<file path="src/rtl/core/ils_pkg.sv">
// ----------------------------------------------------------------------------
// ils_pkg
// Opcodes, field widths and the types shared by the indexed list store.
// ----------------------------------------------------------------------------
package ils_pkg;

  localparam int OpW    = 3;
  localparam int IndexW = 11;
  localparam int ValueW = 32;
  localparam int LenW   = 11;

  localparam logic [OpW-1:0] OP_READ      = 3'd0;
  localparam logic [OpW-1:0] OP_INS_HEAD  = 3'd1;
  localparam logic [OpW-1:0] OP_INS_TAIL  = 3'd2;
  localparam logic [OpW-1:0] OP_INS_INDEX = 3'd3;
  localparam logic [OpW-1:0] OP_DELETE    = 3'd4;

  typedef enum logic [2:0] {
    ST_IDLE,
    ST_READ,
    ST_SHIFT,
    ST_FILL,
    ST_POST
  } state_t;

  typedef enum logic [1:0] {
    K_NONE,
    K_READ,
    K_INSERT,
    K_DELETE
  } kind_t;

  typedef struct packed {
    logic load;
    logic rd_issue;
    logic shift_step;
    logic fill;
    logic del_finish;
    logic post;
  } cmd_t;

  typedef struct packed {
    kind_t kind_in;
    kind_t kind_r;
    logic  shift_done;
    logic  out_free;
  } sts_t;

endpackage

</file>
<file path="src/rtl/core/ils_controller.sv">
// ----------------------------------------------------------------------------
// ils_controller
// Sequences one item: read, shift, fill and post of the result.
// ----------------------------------------------------------------------------
module ils_controller
  import ils_pkg::*;
(
  input  logic clk,
  input  logic rst_n,
  input  logic in_valid,
  output logic in_stall,
  input  sts_t sts,
  output cmd_t cmd
);

  state_t state_r, state_nxt;

  always_comb begin
    state_nxt = state_r;
    unique case (state_r)
      ST_IDLE: begin
        if (in_valid) begin
          unique case (sts.kind_in)
            K_READ:   state_nxt = ST_READ;
            K_INSERT: state_nxt = ST_SHIFT;
            K_DELETE: state_nxt = ST_SHIFT;
            default:  state_nxt = ST_POST;
          endcase
        end
      end
      ST_READ:  state_nxt = ST_POST;
      ST_SHIFT: begin
        if (sts.shift_done) begin
          state_nxt = (sts.kind_r == K_INSERT) ? ST_FILL : ST_POST;
        end
      end
      ST_FILL:  state_nxt = ST_POST;
      ST_POST: begin
        if (sts.out_free) state_nxt = ST_IDLE;
      end
      default:  state_nxt = ST_IDLE;
    endcase
  end

  always_comb begin
    cmd      = '0;
    in_stall = 1'b1;
    unique case (state_r)
      ST_IDLE: begin
        in_stall = 1'b0;
        cmd.load = in_valid;
      end
      ST_READ:  cmd.rd_issue = 1'b1;
      ST_SHIFT: begin
        cmd.shift_step = 1'b1;
        cmd.del_finish = sts.shift_done && (sts.kind_r == K_DELETE);
      end
      ST_FILL:  cmd.fill = 1'b1;
      ST_POST:  cmd.post = sts.out_free;
      default:  cmd = '0;
    endcase
  end

  always_ff @(posedge clk) begin
    if (!rst_n) begin
      state_r <= ST_IDLE;
    end else begin
      state_r <= state_nxt;
    end
  end

endmodule

</file>
<file path="config.mk">
export PLATFORM = sky130hd
export DESIGN_NAME = ils_controller
export DESIGN_NICKNAME = d
export VERILOG_FILES = /design/src/rtl/core/ils_pkg.sv /design/src/rtl/core/ils_controller.sv
export SDC_FILE = /design/constraint.sdc
export NUM_CORES = 1
export LEC_CHECK = 0
export ABC_CLOCK_PERIOD_IN_PS = 2100
export BUFFER_PORTS_ARGS = -buffer_cell sky130_fd_sc_hd__buf_2
export CORE_AREA = 2 2 39 41
export DETAILED_ROUTE_END_ITERATION = 10
export DIE_AREA = 0 0 41 43
export PLACE_DENSITY = 0.49
export RECOVER_POWER = 25
export SYNTH_ARGS = -nofsm -noshare
export SYNTH_HDL_FRONTEND = slang
export SYNTH_SLANG_ARGS = --single-unit
</file>
<file path="constraint.sdc">
create_clock -name clk -period 2.1 [get_ports clk]
set_clock_uncertainty 0.1 [all_clocks]
set_input_delay 0.315 -clock clk [delete_from_list [all_inputs] [get_ports clk]]
set_output_delay 0.315 -clock clk [all_outputs]
set_load 0.02 [all_outputs]
</file>
### Yosys cells after proc, flatten, opt, wreduce, memory -nomap -nowiden

Index checks and enable logic that the tools add are counted.

* eq/ne operators: 12
* reduce and logical (&&, ||, !) cells: 5
* muxes and demuxes: 13

Operator list (number)
* $mux W3: 4
* $pmux W3 S4: 1
* $eq A2 B2 Y1 const B: 4
* $mux W1: 7
* $eq A3 B2 Y1 const B: 2
* $ne A2 B2 Y1 const B: 3
* $pmux W3 S2: 1
* $reduce_or A2 Y1: 2
* $eq A3 B1 Y1 const B: 1
* $eq A3 B3 Y1 const B: 1
* $logic_not A3 Y1: 1
* $reduce_and A3 Y1: 1
* $eq A2 B1 Y1 const B: 1
* $logic_and A1 B1 Y1: 1

* register bits: 3
* input port bits: 9

### Logic depth before layout (Yosys ltp)

Gate-level depths: netlist of run 1.

* depth after elaboration: 5
* mapped depth: 4

### Worst setup path after synthesis of run 1

OpenSTA, ideal clock, no wires.

* kind: reg-to-output
* from: register state_r[2]
* to: output cmd[1] (netlist name)
* arrival: 1267 ps
* data required time: 1685 ps
* stages on the path, launching flop included: 5
* slack: 418 ps
* buffers on the path: 1
* cells stage by stage: dfxtp_1 > buf_6 > nand2b_1 > nor2_1 > and4_1

RTL lines
* from (decl): line ils_controller.sv:16 `state_t state_r, state_nxt;`
* from (signal assigned): line ils_controller.sv:68 `state_r <= state_nxt;`
* to (decl): line ils_controller.sv:13 `output cmd_t cmd`

==> results_dict.tcl, run 1 <==
set metrics [dict create \
    status "complete, no violations" \
    crit_buf_inv 1 \
    wl_per_cell_um 10.3 \
    total_power_mw 0.285 \
    drive_gt1_share_pct 46.2 \
    highest_layer "met3" \
    met3_length_um 36 \
    r2r_end "state_r[0]" \
    crit_fanout 10 \
    min-delay-start "rst_n" \
    relSlewSlack_pct 78.4 \
    crit_chain "nand2b_1 -> nor2_1 -> and4_1 -> buf_2" \
    power_per_cell_area_nw_per_um2 710 \
    synthTopCellsByCount "nand2b_1, dfxtp_1, nor2_1" \
    holdPathStages 3 \
    drt-pass1-iter-count 1 \
    ys_seq_elements 3 \
    cp_slowest_stage_delay_ps 500 \
    grt_pass1_vias 286 \
    place_hpwl_um 590 \
    max-clock-path-buffers 2 \
    r2r_start "state_r[2]" \
    place_worst_setup_slack_ps 524 \
    syn_area_um2 319 \
    fmax_mhz 567 \
    io_buffers 15 \
    fin_nets 62 \
    holdPathEnd "state_r[2]" \
    synth_edf_count 0 \
    crit_type "flop to output port" \
    pwr-share-clk_pct 34.8 \
    synthCells 36 \
    ctsResizeCount 0 \
    ys_seq_area_share_pct 18.8 \
    cap_violations 0 \
    drt_wl_total_um 699 \
    peakVddDrop_mv 0.223 \
    reg2reg_depth 3 \
    yosys_warnings 0 \
    p_comb_share_pct 37.1 \
    rsz0062_at_grt "false" \
    synth_xor_area_share_pct 0 \
    cts_tree "yes" \
    async_flop_share_pct 0 \
    largest_register_ff_count 3 \
    period_needed_ps 1760 \
    cts_max_level 1 \
    hold_class "primary input to flop" \
    numClockSinks 3 \
    syn_to_final_growth_pct 25.9 \
    synth-compound-area-share_pct 21.6 \
    cp.arrival_ps 1350 \
    hold_viol 0 \
    intPower_mw 0.185 \
    grt_usage_pct 9.44 \
    synth.top_cell.area_share_pct 18.8 \
    grt_max_degree 12 \
    fillers 165 \
    netSwitchingFraction_pct 35.2 \
    cts.hold.buffers_added 0 \
    rows 14 \
    fin_ws_ps 336 \
    antenna_found_initial 0 \
    setup_violations 0 \
    critPathCaptureType "output port" \
    slew_violations 0 \
    insertedDiodeCount 0 \
    grt_overflow_total 0 \
    chipWidth_um 41 \
    synthFlopType "dfxtp_1" \
    drt_drc_violations_left 0 \
    grt_first_pass_wirelength_mm 1.15 \
    synth-adder-area-share_pct 0 \
    dr_wl_met2_um 347 \
    yosys.area_share.simple_pct 38.4 \
    initialDrtViolationCount 0 \
    numCtsBuffers 3 \
    design_area_um2 402 \
    sequentialPowerShare_pct 28.2 \
    ys_types 25 \
    switchingPower_mw 0.100 \
    synth.avg_cell_area_um2 8.86 \
    synthMuxAreaShare_pct 10.6 \
    tns_ps 0 \
    regMostFlops "state_r" \
    initial_core_util_pct 23.1 \
    dieArea_um2 1760 \
    cts_setup_buffers 0 \
    postLayoutCoreUtil_pct 29.0 \
    coreArea_um2 1380 \
    yosys-top-cells-area "dfxtp_1, nand2b_1, buf_6" \
    worstMarginPinSlew_ps 315 \
    vias 315 \
    syn-num-nets 45 \
    synth_top_family_by_area "simple AND/OR/NAND/NOR gates" \
    required_ps 1680 \
    yosysTopAreaCell "dfxtp_1" \
    clockRootBuffer "clkbuf_4" \
    clk_latency_ps 230 \
    cp_slowest_cell "dfxtp_1" \
    finalCritPeriodShare_pct 84.0 \
    gp_congestion 0.731 \
    routedLengthMet1_um 315 \
    synth.most_common_cell "nand2b_1" \
    placed_cell_area_um2 388 \
    cpLargestDelayFamily "flip-flops" \
    boundaryPins 16 \
    die_h_um 43 \
    ant_nets 0 \
    critPathLaunchType "flop" \
    r2r_slack_ps 670 \
    clkSlewWorstSetupHoldPaths_ps 40 \
    drt-vias-per-instance 4.63 \
    p_leak_nw 0.189 \
    reg_top3 "state_r (3)" \
]
-- cells in the final DEF, fill, tap and decap left out, types with 2 or more instances in the layout --
| cell | synthesis | final |
|---|---|---|
| clkbuf_4 | 0 | 3 |
| buf_2 | 0 | 15 |
| and2_1 | 2 | 2 |
| nand2b_1 | 4 | 4 |
| nor3_1 | 2 | 2 |
| nor2_1 | 3 | 3 |
| dfxtp_1 | 3 | 3 |
| o21ai_0 | 1 | 2 |
| inv_1 | 2 | 2 |
-- layer usage --
layer / GRT usage, % / up-vias
met2: 13.8 / 6
li1: - / 164
met1: 12.2 / 145
met5: 0 / -
met4: 6.00 / 0
met3: 1.57 / 0
-- logic make-up after synthesis --
kind of cell / Yosys count
compound gates: 7
mux: 2
buf+inv: 5
simple gates: 19
flops: 3
-- worst max-delay path by stage --
stage                    start      to  slack, ps  cells after the start
global placement    state_r[2]  cmd[1]        540                      4
floorplan           state_r[2]  cmd[1]        420                      4
global route        state_r[1]  cmd[1]        220                      4
finish              state_r[1]  cmd[1]        340                      4
detailed placement  state_r[2]  cmd[1]        520                      4
CTS                 state_r[2]  cmd[1]        280                      4
-- power by group through the flow --
stage	clock network, mW	logic (mW)	registers (mW)
after floorplan	0	0.103	0.0671
after global placement	0	0.113	0.0828
after detailed placement	0	0.113	0.0826
after CTS	0.104	0.113	0.0820
after global routing	0.107	0.117	0.0826
final	0.0991	0.106	0.0803
-- worst reg2reg max path: cells and delay by family (launching register included) --
kind,cells,cell delay [ps]
flops,1,480
mux,1,370
compound gates,2,370
-- stage by stage --
step	hold slack, ps	cells
floorplan	363	36
global placement	505	64
detailed placement	516	64
CTS	271	68
global route	279	68
finish	273	68
-- area by class of cell --
| class | count | area, µm² | area share, % |
|---|---|---|---|
| Multi-Input combinational cell | 28 | 213 | 53.0 |
| Inverter | 2 | 7.51 | 1.87 |
| Timing Repair Buffer | 15 | 75.1 | 18.7 |
| Tap cell | 16 | 20.0 | 4.98 |
| Clock buffer | 4 | 26.3 | 6.54 |
| Sequential cell | 3 | 60.1 | 15.0 |
No activity file was read; power rests on OpenSTA's default activity.
==> run 2: changes to the inputs <==
--- a/config.mk
+++ b/config.mk
@@ -5,12 +5,13 @@
 export SDC_FILE = /design/constraint.sdc
 export NUM_CORES = 1
 export LEC_CHECK = 0
-export ABC_CLOCK_PERIOD_IN_PS = 2100
+export ABC_AREA = 1
+export ABC_CLOCK_PERIOD_IN_PS = 1500
 export BUFFER_PORTS_ARGS = -buffer_cell sky130_fd_sc_hd__buf_2
 export CORE_AREA = 2 2 39 41
 export DETAILED_ROUTE_END_ITERATION = 10
 export DIE_AREA = 0 0 41 43
-export PLACE_DENSITY = 0.49
+export PLACE_DENSITY = 0.5
 export RECOVER_POWER = 25
 export SYNTH_ARGS = -nofsm -noshare
 export SYNTH_HDL_FRONTEND = slang
==> constraint.sdc (replaced) <==
create_clock -name clk -period 1.5 [get_ports clk]
set_clock_uncertainty 0.1 [all_clocks]
set_input_delay 0.225 -clock clk [delete_from_list [all_inputs] [get_ports clk]]
set_output_delay 0.225 -clock clk [all_outputs]
set_load 0.02 [all_outputs]
==> run 2 against run 1 <==
Synthesized cell count increased by 36%. Flip-flop and latch count stayed put. Routed wire length increased by 6.9%. First-iteration DRC count increased by 6. Combinational power increased to 5.8 times the previous value. Register-to-register slack lost 430 ps. Sequential share of layout area shrank 1.5 points. Via count grew 15%. Design area rose by 16%. Die area unchanged. Critical path type unchanged. Largest power group unchanged.
==> results_dict.tcl, run 2 <==
set metrics [dict create \
    status "complete, no violations" \
    ys_types 17 \
    clkSlewWorstSetupHoldPaths_ps 30 \
    regMostFlops "state_r" \
    fin_ws_ps 108 \
    grt_max_degree 9 \
    total_power_mw 0.927 \
    insertedDiodeCount 0 \
    syn_area_um2 307 \
    min-delay-start "rst_n" \
    initialDrtViolationCount 6 \
    cts_max_level 1 \
    period_needed_ps 1390 \
    synth-adder-area-share_pct 0 \
    cts_tree "yes" \
    r2r_end "state_r[1]" \
    layout_commonest_cell "buf_2" \
    max-clock-path-buffers 2 \
    critPathCaptureType "output port" \
    holdPathEnd "state_r[0]" \
    drt-vias-per-instance 4.11 \
    relSlewSlack_pct 87.2 \
    gp_congestion 0.664 \
    grt_first_pass_wirelength_mm 1.00 \
    synth-compound-area-share_pct 8.57 \
    yosys_warnings 0 \
    cp.arrival_ps 1070 \
    critPathLaunchType "flop" \
    synth.avg_cell_area_um2 6.26 \
    ant_nets 0 \
    tns_ps 0 \
    worstMarginPinSlew_ps 190 \
    clk_latency_ps 230 \
    crit_type "flop to output port" \
    holdPathStages 3 \
    p_leak_nw 0.264 \
    drt_wl_total_um 747 \
    vias 362 \
    synth.most_common_cell "inv_1" \
    yosysTopAreaCell "dfxtp_1" \
    reg2reg_depth 6 \
    wl_per_cell_um 8.49 \
    dr_wl_met2_um 309 \
    place_worst_setup_slack_ps 240 \
    yosys.area_share.simple_pct 56.3 \
    synth.top_cell.area_share_pct 19.6 \
    r2r_start "state_r[0]" \
    initial_core_util_pct 22.2 \
    place_hpwl_um 594 \
    final_cell_mix "buf_2, inv_1, nand2_1, nor2_1" \
    drt_drc_violations_left 0 \
    r2r_slack_ps 240 \
    required_ps 1170 \
    synth_xor_area_share_pct 0 \
    drive_gt1_share_pct 52.8 \
    routedLengthMet1_um 348 \
    grt_usage_pct 9.03 \
    grt_pass1_vias 249 \
    finalCritPeriodShare_pct 92.8 \
    rsz0062_at_grt "false" \
    slew_violations 0 \
    die_h_um 43 \
    ys_seq_area_share_pct 19.6 \
    synthTopCellsByCount "inv_1, nand2_1, nor2_1" \
    clockRootBuffer "clkbuf_4" \
    hold_viol 0 \
    drt-pass1-iter-count 4 \
    hold_class "primary input to flop" \
    yosys-top-cells-area "dfxtp_1, nand3_2, inv_1" \
    coreArea_um2 1380 \
    ys_seq_elements 3 \
    numClockSinks 3 \
    boundaryPins 16 \
    io_buffers 15 \
    synthCells 49 \
    chipWidth_um 41 \
    crit_fanout 6 \
    syn_to_final_growth_pct 51.4 \
    power_per_cell_area_nw_per_um2 2000 \
    rows 14 \
    cts.hold.buffers_added 0 \
    synth_top_family_by_area "simple AND/OR/NAND/NOR gates" \
    setup_violations 0 \
    met3_length_um 89 \
    highest_layer "met3" \
    grt_overflow_total 0 \
    cap_violations 0 \
    numCtsBuffers 3 \
    synthFlopType "dfxtp_1" \
    dieArea_um2 1760 \
    peakVddDrop_mv 0.571 \
    async_flop_share_pct 0 \
    syn-num-nets 58 \
    reg_top3 "state_r (3)" \
    synthMuxAreaShare_pct 0 \
    synth_edf_count 0 \
    antenna_found_initial 0 \
    largest_register_ff_count 3 \
    fmax_mhz 718 \
    fin_nets 82 \
]
-- run 2: cell count changes in the layout (fill, tap and decap cells not counted), sizes merged, moves of 2 or more --
cell and delta:
buf +4, nand4 +2, a221oi -2, and2 -2, inv +10, nand2b -4
nand3 +8, nand2 +10, nor2 +6
-- run 2: cell type report --
class                           instances  area, µm²
Timing Repair Buffer                   19        108
Fill cell                             152        920
Tap cell                               16       20.0
Clock buffer                            4       26.3
Inverter                               12       47.5
Multi-Input combinational cell         34        200
Sequential cell                         3       62.6
-- run 2: cell families (layout without fill, tap and decap cells) --
kind of cell	after synthesis	after routing
simple gates	31	31
buf+inv	12	35
compound gates	3	3
flops	3	3
-- run 2: how the worst max path moves through the flow --
stage | start | endpoint | slack [ps] | depth (start not counted)
after detailed placement | state_r[0] | cmd[5] | 240 | 4
final | state_r[0] | cmd[5] | 110 | 4
after global routing | state_r[2] | cmd[0] | 10 | 3
after floorplan | state_r[0] | cmd[5] | 120 | 3
after global placement | state_r[0] | cmd[5] | 250 | 4
after CTS | state_r[0] | cmd[5] | 9 | 4
-- run 2: power by group --
| part | switching, mW | internal [mW] | total (mW) |
|---|---|---|---|
| combinational | 0.367 | 0.253 | 0.620 |
| sequential | 0.0534 | 0.116 | 0.170 |
| clock | 0.0380 | 0.0994 | 0.137 |
-- run 2: through the flow --
stage	cell area (µm²)	utilization [%]	hold slack [ps]	instances
2_1_floorplan	313	-	252	49
3_3_place_gp	415	30.0	394	81
3_5_place_dp	415	30.0	400	81
4_1_cts	442	31.9	155	85
5_1_grt	464	33.5	140	88
6_report	464	33.5	155	88
-- run 2: timing repair --
| item | in CTS | in global routing |
|---|---|---|
| buffers inserted | 0 | 3 |
| gates resized for setup | 0 | 3 |
| pin swaps | 1 | 2 |
| endpoints found under the setup margin | 1 | 4 |
-- run 2: layer usage --
layer,up-vias,global-route usage (%)
met5,-,0
met4,0,8.00
met3,0,4.71
met2,14,10.3
met1,146,11.5
li1,202,-
-- run 2: worst max-delay path, stage by stage, from the launching register on --
cell and delay [ps]:
dfxtp_2 360, nor2_4 150, nand2_1 80, nor2_1 80, buf_2 160
